## config.mk

```make
export PLATFORM = sky130hd
export DESIGN_NAME = hms_up_down_timer_core
export DESIGN_NICKNAME = d
export VERILOG_FILES = /design/src/hdl/hmsudt_pkg.sv /design/src/hdl/hmsudt_cfg_regs.sv /design/src/hdl/hmsudt_step.sv /design/src/hdl/hms_up_down_timer_core.sv
export SDC_FILE = /design/constraint.sdc
export NUM_CORES = 1
export LEC_CHECK = 0
export BUFFER_PORTS_ARGS = -buffer_cell sky130_fd_sc_hd__buf_2
export CORE_MARGIN = 2
export CORE_UTILIZATION = 35
export DETAILED_ROUTE_END_ITERATION = 8
export PLACE_DENSITY = 0.58
export SLEW_MARGIN = 20
export SYNTH_ARGS = -nofsm -noshare
export SYNTH_HDL_FRONTEND = slang
export SYNTH_HIERARCHICAL = 1
export SYNTH_SLANG_ARGS = --single-unit
```

## constraint.sdc

```tcl
create_clock -name clk -period 11.9 [get_ports clk]
set_clock_uncertainty 0.05 [all_clocks]
set_input_delay 1.19 -clock clk [delete_from_list [all_inputs] [get_ports clk]]
set_output_delay 1.19 -clock clk [all_outputs]
set_load 0.1 [all_outputs]
```

## src/hdl/hmsudt_pkg.sv

```systemverilog
package hmsudt_pkg;

    localparam logic [10:0] MS_PER_SECOND = 11'd1000;
    localparam logic [9:0]  MAX_ELAPSED   = 10'd999;
    localparam logic [5:0]  TOP_MINSEC    = 6'd59;
    localparam logic [6:0]  MINSEC_WRAP   = 7'd60;
    localparam logic [8:0]  HOUR_WRAP     = 9'd24;

    typedef enum logic [1:0] {
        REQ_LOAD  = 2'd0,
        REQ_TICK  = 2'd1,
        REQ_PAUSE = 2'd2,
        REQ_NONE  = 2'd3
    } req_t;

    typedef enum logic [1:0] {
        CFG_START_HOURS   = 2'd0,
        CFG_START_MINUTES = 2'd1,
        CFG_START_SECONDS = 2'd2,
        CFG_COUNT_DOWN    = 2'd3
    } cfg_index_t;

    typedef struct packed {
        logic [7:0] start_hours;
        logic [5:0] start_minutes;
        logic [5:0] start_seconds;
        logic       count_down;
    } cfg_t;

    typedef struct packed {
        logic [7:0] hours;
        logic [5:0] minutes;
        logic [5:0] seconds;
        logic [9:0] milli;
        logic       paused;
        logic       done;
    } timer_state_t;

endpackage

```

## src/hdl/hmsudt_cfg_regs.sv

```systemverilog
module hmsudt_cfg_regs (
    input  logic                 clk,
    input  logic                 rst_n,
    input  logic                 cfg_valid,
    input  logic [1:0]           cfg_index,
    input  logic [7:0]           cfg_data,
    output hmsudt_pkg::cfg_t     cfg
);
    import hmsudt_pkg::*;

    cfg_t cfg_reg;

    always_ff @(posedge clk or negedge rst_n)
    begin
        if (!rst_n)
        begin
            cfg_reg <= '0;
        end
        else if (cfg_valid)
        begin
            unique case (cfg_index_t'(cfg_index))
                CFG_START_HOURS:   cfg_reg.start_hours   <= cfg_data;
                CFG_START_MINUTES: cfg_reg.start_minutes <= cfg_data[5:0];
                CFG_START_SECONDS: cfg_reg.start_seconds <= cfg_data[5:0];
                CFG_COUNT_DOWN:    cfg_reg.count_down    <= cfg_data[0];
            endcase
        end
    end

    assign cfg = cfg_reg;

endmodule

```

## src/hdl/hmsudt_step.sv

```systemverilog
module hmsudt_step (
    input  hmsudt_pkg::cfg_t         cfg,
    input  hmsudt_pkg::timer_state_t cur,
    input  hmsudt_pkg::req_t         req,
    input  logic [9:0]               elapsed_ms,
    output hmsudt_pkg::timer_state_t nxt
);
    import hmsudt_pkg::*;

    timer_state_t stepped;
    logic [6:0]   sec_inc;
    logic [6:0]   min_inc;
    logic [8:0]   hr_inc;
    logic [9:0]   ms_clamp;
    logic [10:0]  sum;

    // one second forward or back
    always_comb
    begin
        stepped = cur;
        sec_inc = {1'b0, cur.seconds} + 7'd1;
        min_inc = {1'b0, cur.minutes};
        hr_inc  = {1'b0, cur.hours};
        if (cfg.count_down)
        begin
            if (cur.seconds != 6'd0)
            begin
                stepped.seconds = cur.seconds - 6'd1;
            end
            else if (cur.minutes != 6'd0)
            begin
                stepped.minutes = cur.minutes - 6'd1;
                stepped.seconds = TOP_MINSEC;
            end
            else if (cur.hours != 8'd0)
            begin
                stepped.hours   = cur.hours - 8'd1;
                stepped.minutes = TOP_MINSEC;
                stepped.seconds = TOP_MINSEC;
            end
            if (stepped.hours == 8'd0 && stepped.minutes == 6'd0
                && stepped.seconds == 6'd0)
            begin
                stepped.done = 1'b1;
            end
        end
        else
        begin
            if (sec_inc >= MINSEC_WRAP)
            begin
                stepped.seconds = 6'd0;
                min_inc = {1'b0, cur.minutes} + 7'd1;
            end
            else
            begin
                stepped.seconds = sec_inc[5:0];
            end
            if (min_inc >= MINSEC_WRAP)
            begin
                stepped.minutes = 6'd0;
                hr_inc = {1'b0, cur.hours} + 9'd1;
            end
            else
            begin
                stepped.minutes = min_inc[5:0];
            end
            stepped.hours = (hr_inc >= HOUR_WRAP) ? 8'd0 : hr_inc[7:0];
        end
    end

    always_comb
    begin
        nxt      = cur;
        ms_clamp = (elapsed_ms > MAX_ELAPSED) ? MAX_ELAPSED : elapsed_ms;
        sum      = {1'b0, cur.milli} + {1'b0, ms_clamp};
        unique case (req)
            REQ_LOAD:
            begin
                nxt.hours   = cfg.start_hours;
                nxt.minutes = (cfg.start_minutes > TOP_MINSEC) ? TOP_MINSEC
                                                               : cfg.start_minutes;
                nxt.seconds = (cfg.start_seconds > TOP_MINSEC) ? TOP_MINSEC
                                                               : cfg.start_seconds;
                nxt.milli   = 10'd0;
                nxt.paused  = 1'b0;
                nxt.done    = 1'b0;
            end
            REQ_TICK:
            begin
                if (!cur.paused && !cur.done)
                begin
                    if (sum >= MS_PER_SECOND)
                    begin
                        nxt       = stepped;
                        nxt.milli = 10'(sum - MS_PER_SECOND);
                    end
                    else
                    begin
                        nxt.milli = sum[9:0];
                    end
                end
            end
            REQ_PAUSE:
            begin
                nxt.paused = ~cur.paused;
            end
            REQ_NONE:
            begin
                nxt = cur;
            end
        endcase
    end

endmodule

```

## src/hdl/hms_up_down_timer_core.sv

```systemverilog
// hours:minutes:seconds timer, counting down to zero or up with 24-hour wrap
//
// configuration: cfg_valid/cfg_ready with cfg_index (0 start hours, 1 start
// minutes, 2 start seconds, 3 count_down) and cfg_data; cfg_ready is always high,
// write only while no request is in flight
// requests: s_axis_tuser carries the request kind (0 load, 1 tick, 2 toggle
// pause, 3 no-op), s_axis_tdata the elapsed milliseconds of a tick
// results: one per request on m_axis, the time and flags after that request
//
// a request passes an input register, then the next-state logic, which
// updates the timer and loads the result register that drives m_axis_tvalid;
// throughput one request per cycle while m_axis_tready stays high
// reset clears the start registers, the time, the accumulator and both flags
// when m_axis_tready is low the result holds, one more request waits in the
// input register and s_axis_tready drops until the result is taken
module hms_up_down_timer_core (
    input  logic        clk,
    input  logic        rst_n,
    input  logic        cfg_valid,
    output logic        cfg_ready,
    input  logic [1:0]  cfg_index,
    input  logic [7:0]  cfg_data,
    input  logic        s_axis_tvalid,
    output logic        s_axis_tready,
    input  logic [15:0] s_axis_tdata,   // elapsed_ms[9:0], zero pad
    input  logic [1:0]  s_axis_tuser,   // req_type[1:0]
    output logic        m_axis_tvalid,
    input  logic        m_axis_tready,
    output logic [23:0] m_axis_tdata    // hours_now, minutes_now, seconds_now,
                                        // paused_now, finished_now, zero pad
);
    import hmsudt_pkg::*;

    cfg_t         cfg;
    timer_state_t state_reg;
    timer_state_t state_next;
    logic         in_valid_reg;
    logic         in_valid_next;
    req_t         in_req_reg;
    logic [9:0]   in_ms_reg;
    logic         out_valid_reg;
    logic         out_valid_next;
    logic [23:0]  out_data_reg;
    logic         advance;
    logic         s_fire;

    assign cfg_ready = 1'b1;

    hmsudt_cfg_regs u_cfg (
        .clk       (clk),
        .rst_n     (rst_n),
        .cfg_valid (cfg_valid),
        .cfg_index (cfg_index),
        .cfg_data  (cfg_data),
        .cfg       (cfg)
    );

    hmsudt_step u_step (
        .cfg        (cfg),
        .cur        (state_reg),
        .req        (in_req_reg),
        .elapsed_ms (in_ms_reg),
        .nxt        (state_next)
    );

    assign advance       = in_valid_reg && (!out_valid_reg || m_axis_tready);
    assign s_axis_tready = !in_valid_reg || advance;
    assign s_fire        = s_axis_tvalid && s_axis_tready;

    always_comb
    begin
        in_valid_next = in_valid_reg;
        if (s_fire)
        begin
            in_valid_next = 1'b1;
        end
        else if (advance)
        begin
            in_valid_next = 1'b0;
        end
        out_valid_next = out_valid_reg;
        if (advance)
        begin
            out_valid_next = 1'b1;
        end
        else if (m_axis_tready)
        begin
            out_valid_next = 1'b0;
        end
    end

    always_ff @(posedge clk or negedge rst_n)
    begin
        if (!rst_n)
        begin
            in_valid_reg  <= 1'b0;
            out_valid_reg <= 1'b0;
            state_reg     <= '0;
        end
        else
        begin
            in_valid_reg  <= in_valid_next;
            out_valid_reg <= out_valid_next;
            if (advance)
            begin
                state_reg <= state_next;
            end
        end
    end

    always_ff @(posedge clk)
    begin
        if (s_fire)
        begin
            in_req_reg <= req_t'(s_axis_tuser);
            in_ms_reg  <= s_axis_tdata[9:0];
        end
        if (advance)
        begin
            out_data_reg <= {2'b00, state_next.done, state_next.paused,
                             state_next.seconds, state_next.minutes,
                             state_next.hours};
        end
    end

    assign m_axis_tvalid = out_valid_reg;
    assign m_axis_tdata  = out_data_reg;

    a_minsec_range: assert property (@(posedge clk) disable iff (!rst_n)
        state_reg.minutes <= TOP_MINSEC && state_reg.seconds <= TOP_MINSEC)
        else $error("minutes or seconds out of range");

    a_milli_range: assert property (@(posedge clk) disable iff (!rst_n)
        {1'b0, state_reg.milli} < MS_PER_SECOND)
        else $error("millisecond accumulator reached one second");

    a_done_at_zero: assert property (@(posedge clk) disable iff (!rst_n)
        state_reg.done |-> (state_reg.hours == 8'd0 && state_reg.minutes == 6'd0
                            && state_reg.seconds == 6'd0))
        else $error("finished with nonzero time");

    a_state_only_on_advance: assert property (@(posedge clk) disable iff (!rst_n)
        !advance |=> $stable(state_reg))
        else $error("timer state changed without a transaction");

endmodule

```

==> results.py <==
metrics = {
    "status": {
        "outcome": "completed",
    },
    "cells_and_area": {
        "layout-drive-gt1-share": 0.231,
        "fillCellCount": 1707,
        "final_cell_count_no_fill": 891,
        "max_reg_flops": 32,
        "fin_area_um2": 6870,
        "num-nets-final": 712,
        "fin_util": 0.397,
        "final-seq-area_um2": 2400,
        "antenna-diode-count": 0,
        "multi_input_area_um2": 3530,
        "syn2layout_area_growth_pct": 10.7,
    },
    "clocking": {
        "clock_insertion_delay_worst_skew_ns": 0.36,
        "cts-root-to-sink-buffers": 2,
        "clkTransAtPathRegs_ns": 0.06,
        "cts_buffers": 9,
        "cts_hold_buffers": 0,
        "tritoncts": "built",
        "h-tree-depth": 3,
        "numClockSinks": 89,
        "cts.repair_timing.setup_buffer_count": 0,
        "clockRootBuffer": "sky130_fd_sc_hd__clkbuf_16",
        "post_cts_sizing": 0,
    },
    "global_route": {
        "grt_peak_use_layer": "met2",
        "grt_util_met3": 0.0331,
        "grtUsageMet1": 0.278,
        "initial_antenna_violation_count": 0,
        "grtUsageMet2": 0.290,
        "globalRoute.totalOverflow": 0,
        "grt_start_max_net_pins": 56,
        "vias_in_the_first_global_route": 4902,
        "grt_first_pass_wirelength_um": 27600,
        "track_usage": 0.192,
    },
    "power": {
        "vdd.ir_drop.worst_mv": 0.114,
        "power_density_nw_per_um2": 265,
        "static-leakage-power_uw": 0.00276,
    },
    "route": {
        "postRouteWirelength_um": 17400,
        "detail_route.drc_violations": 0,
        "detail_route.first_pass.iterations": 5,
        "final_antenna_net_count": 0,
        "num_vias": 5276,
        "drt-wirelength-per-cell_um": 19.5,
        "viasPerCell": 5.92,
        "drtIter0Drc": 472,
    },
    "placement": {
        "dpl-instance-area_um2": 6560,
        "dp_hpwl_um": 12500,
        "place.detailed.instances": 875,
        "place.gp.congestion": 0.916,
        "io_buffers": 50,
    },
    "synth": {
        "synth_flop_cell": "sky130_fd_sc_hd__dfrtp_1",
        "ys_ff_latch": 89,
        "yosys_warnings": 6,
        "syn_avg_cell_area_um2": 9.73,
        "synth_sequential_area_ratio": 0.386,
        "yosysUniqueCellTypes": 81,
        "netlist_area_um2": 6210,
        "synth_async_sr_flop_share": 0.618,
        "count_of_flip_flops_with_a_built_in_enable_after_synthesis": 34,
        "postSynthCellCount": 638,
    },
    "timing": {
        "period_share": 0.405,
        "final_period_minus_worst_setup_slack_ns": 4.82,
        "final-hold-violation-count": 0,
        "final-max-slew-violation-count": 0,
        "finalSetupViolCount": 0,
        "max_freq_mhz": 207,
        "fin_setup_tns_ns": 0,
        "worstMarginPinSlew_ns": 1.02,
        "rsz0062_at_grt": "false",
        "maxSlewHeadroom": 0.315,
    },
    "die": {
        "floorplan.core_area_um2": 17300,
        "floorplan.io_pins": 60,
        "die_width_um": 137,
        "chipHeight_um": 137,
        "die-area_um2": 18800,
        "initial_core_util": 0.359,
        "num_rows": 48,
    },
    "setup_path": {
        "r2r-start": "in_ms_reg[9]$_DFFE_PP_",
        "timing.critical_path.fanout_max": 15,
        "cp-start-kind": "register",
        "worst-endpoint-arrival_ns": 5.01,
        "reg2reg_depth": 15,
        "critical_path.startpoint": "in_ms_reg[9]$_DFFE_PP_",
        "end_kind": "register",
        "crit-reg2reg-capture": "state_reg[14]$_DFFE_PN0P_",
        "endpoint": "state_reg[14]$_DFFE_PN0P_",
        "timing.reg2reg.setup_slack_ns": 7.08,
        "crit_type": "reg -> reg",
        "cp.required_ns": 12.09,
    },
    "min_path": {
        "hold_path_class": "reg -> reg",
    },
    "run": {
        "cap_viol_max_count": 0,
    },
}
## layer usage
layer	up-vias	part of all wire
li1	2441	-
met1	2578	0.47
met2	237	0.44
met3	20	0.073
met4	0	0.017
met5	-	0
## through the flow
step | hold WS, ns | total power (uW) | worst slack [ns]
2_1_floorplan | 0.429 | 1320 | 7.98
3_3_place_gp | 0.456 | 1500 | 7.14
3_5_place_dp | 0.465 | 1520 | 7.11
4_1_cts | 0.477 | 1820 | 7.06
5_1_grt | 0.498 | 1940 | 6.75
6_report | 0.472 | 1820 | 7.08
## synthesized netlist by cell type, types with 5 or more instances
cell type	number	area [um2]
sky130_fd_sc_hd__o211ai_1	5	37.5
sky130_fd_sc_hd__a22o_1	8	70.1
sky130_fd_sc_hd__o21ai_1	11	55.1
sky130_fd_sc_hd__o21ai_0	29	145
sky130_fd_sc_hd__xnor2_1	15	131
sky130_fd_sc_hd__a22oi_1	9	67.6
sky130_fd_sc_hd__nand4_1	8	50.1
sky130_fd_sc_hd__nor2_1	42	158
sky130_fd_sc_hd__a31oi_1	8	50.1
sky130_fd_sc_hd__and2_1	5	31.3
sky130_fd_sc_hd__nor3_1	25	125
sky130_fd_sc_hd__ha_1	17	213
sky130_fd_sc_hd__o31ai_1	7	52.6
sky130_fd_sc_hd__dfrtp_1	55	1380
sky130_fd_sc_hd__nor2b_1	8	50.1
sky130_fd_sc_hd__nand3_1	22	110
sky130_fd_sc_hd__a21oi_1	30	150
sky130_fd_sc_hd__o22ai_1	9	56.3
sky130_fd_sc_hd__nand2_1	50	188
sky130_fd_sc_hd__inv_1	20	75.1
sky130_fd_sc_hd__o21a_1	6	45.0
sky130_fd_sc_hd__clkbuf_1	28	105
sky130_fd_sc_hd__mux2_2	25	282
sky130_fd_sc_hd__a21o_1	5	37.5
sky130_fd_sc_hd__mux2_4	29	435
sky130_fd_sc_hd__nand2b_1	9	56.3
sky130_fd_sc_hd__or2_2	9	56.3
sky130_fd_sc_hd__edfxtp_1	34	1020
sky130_fd_sc_hd__a211oi_1	7	52.6
## logic make-up (layout without fill, tap and decap cells)
| family | count (synthesis) | count (layout) | synth area share |
|---|---|---|---|
| compound gates | 179 | 179 | 0.205 |
| xor+xnor | 19 | 19 | 0.0268 |
| fa+ha+maj | 18 | 18 | 0.0375 |
| buf+inv | 63 | 90 | 0.0452 |
| flops | 89 | 89 | 0.386 |
| mux | 58 | 58 | 0.122 |
| other cells | 2 | 3 | 0.00121 |
| simple gates | 210 | 210 | 0.176 |
## final cells by class
cell class | count | area share
inverter | 21 | 0.0115
clock inverter | 5 | 0.00455
sequential | 89 | 0.349
clock buffer | 11 | 0.0401
multi-input combinational | 487 | 0.514
tap | 225 | 0.0410
timing repair buffer | 53 | 0.0397
## critical path, cell delays in order (launching register included)
cell,delay [ns]
sky130_fd_sc_hd__edfxtp_1,0.39
sky130_fd_sc_hd__nand4_1,0.12
sky130_fd_sc_hd__nor2_1,0.23
sky130_fd_sc_hd__or2_2,0.16
sky130_fd_sc_hd__ha_1,0.19
sky130_fd_sc_hd__inv_1,0.07
sky130_fd_sc_hd__fa_1,0.40
sky130_fd_sc_hd__nor2b_1,0.23
sky130_fd_sc_hd__o2111a_1,0.24
sky130_fd_sc_hd__a211oi_1,0.07
sky130_fd_sc_hd__or4b_4,0.58
sky130_fd_sc_hd__a2111oi_4,0.38
sky130_fd_sc_hd__a31oi_2,0.43
sky130_fd_sc_hd__a21oi_2,0.53
sky130_fd_sc_hd__o21ai_0,0.27
sky130_fd_sc_hd__mux2_4,0.32
## power by group
part,internal (uW),switching (uW),total [uW]
clock,167,126,293
sequential,416,155,572
combinational,375,584,958
## layout by cell type, fill, tap and decap left out, drive strengths merged, types with 5 or more instances in the layout
| cell | instances |
|---|---|
| a21oi | 33 |
| or2 | 9 |
| clkbuf | 11 |
| mux2 | 54 |
| o211ai | 6 |
| and2 | 5 |
| a211oi | 8 |
| edfxtp | 34 |
| xnor2 | 15 |
| o21ai | 40 |
| a22o | 8 |
| ha | 17 |
| o22ai | 9 |
| nand2 | 51 |
| a31oi | 9 |
| inv | 22 |
| o31ai | 8 |
| nor3 | 25 |
| nor2b | 8 |
| nand3 | 22 |
| nand2b | 10 |
| o21a | 6 |
| buf | 53 |
| nor2 | 43 |
| nand4 | 8 |
| a22oi | 9 |
| a21o | 5 |
| dfrtp | 55 |
## worst min path at each step
stage | from | end | slack [ns] | cells after the start
after floorplan | state_reg[23]$_DFFE_PN0P_ | state_reg[23]$_DFFE_PN0P_ | 0.43 | 1
after global placement | u_cfg/cfg[19]$_DFFE_PN0P_ | u_cfg/cfg[19]$_DFFE_PN0P_ | 0.46 | 1
after detailed placement | u_cfg/cfg[20]$_DFFE_PN0P_ | u_cfg/cfg[20]$_DFFE_PN0P_ | 0.46 | 1
after CTS | u_cfg/cfg[20]$_DFFE_PN0P_ | u_cfg/cfg[20]$_DFFE_PN0P_ | 0.48 | 1
after global routing | u_cfg/cfg[20]$_DFFE_PN0P_ | u_cfg/cfg[20]$_DFFE_PN0P_ | 0.50 | 1
final | u_cfg/cfg[20]$_DFFE_PN0P_ | u_cfg/cfg[20]$_DFFE_PN0P_ | 0.47 | 1
No activity file was read; power rests on OpenSTA's default activity.
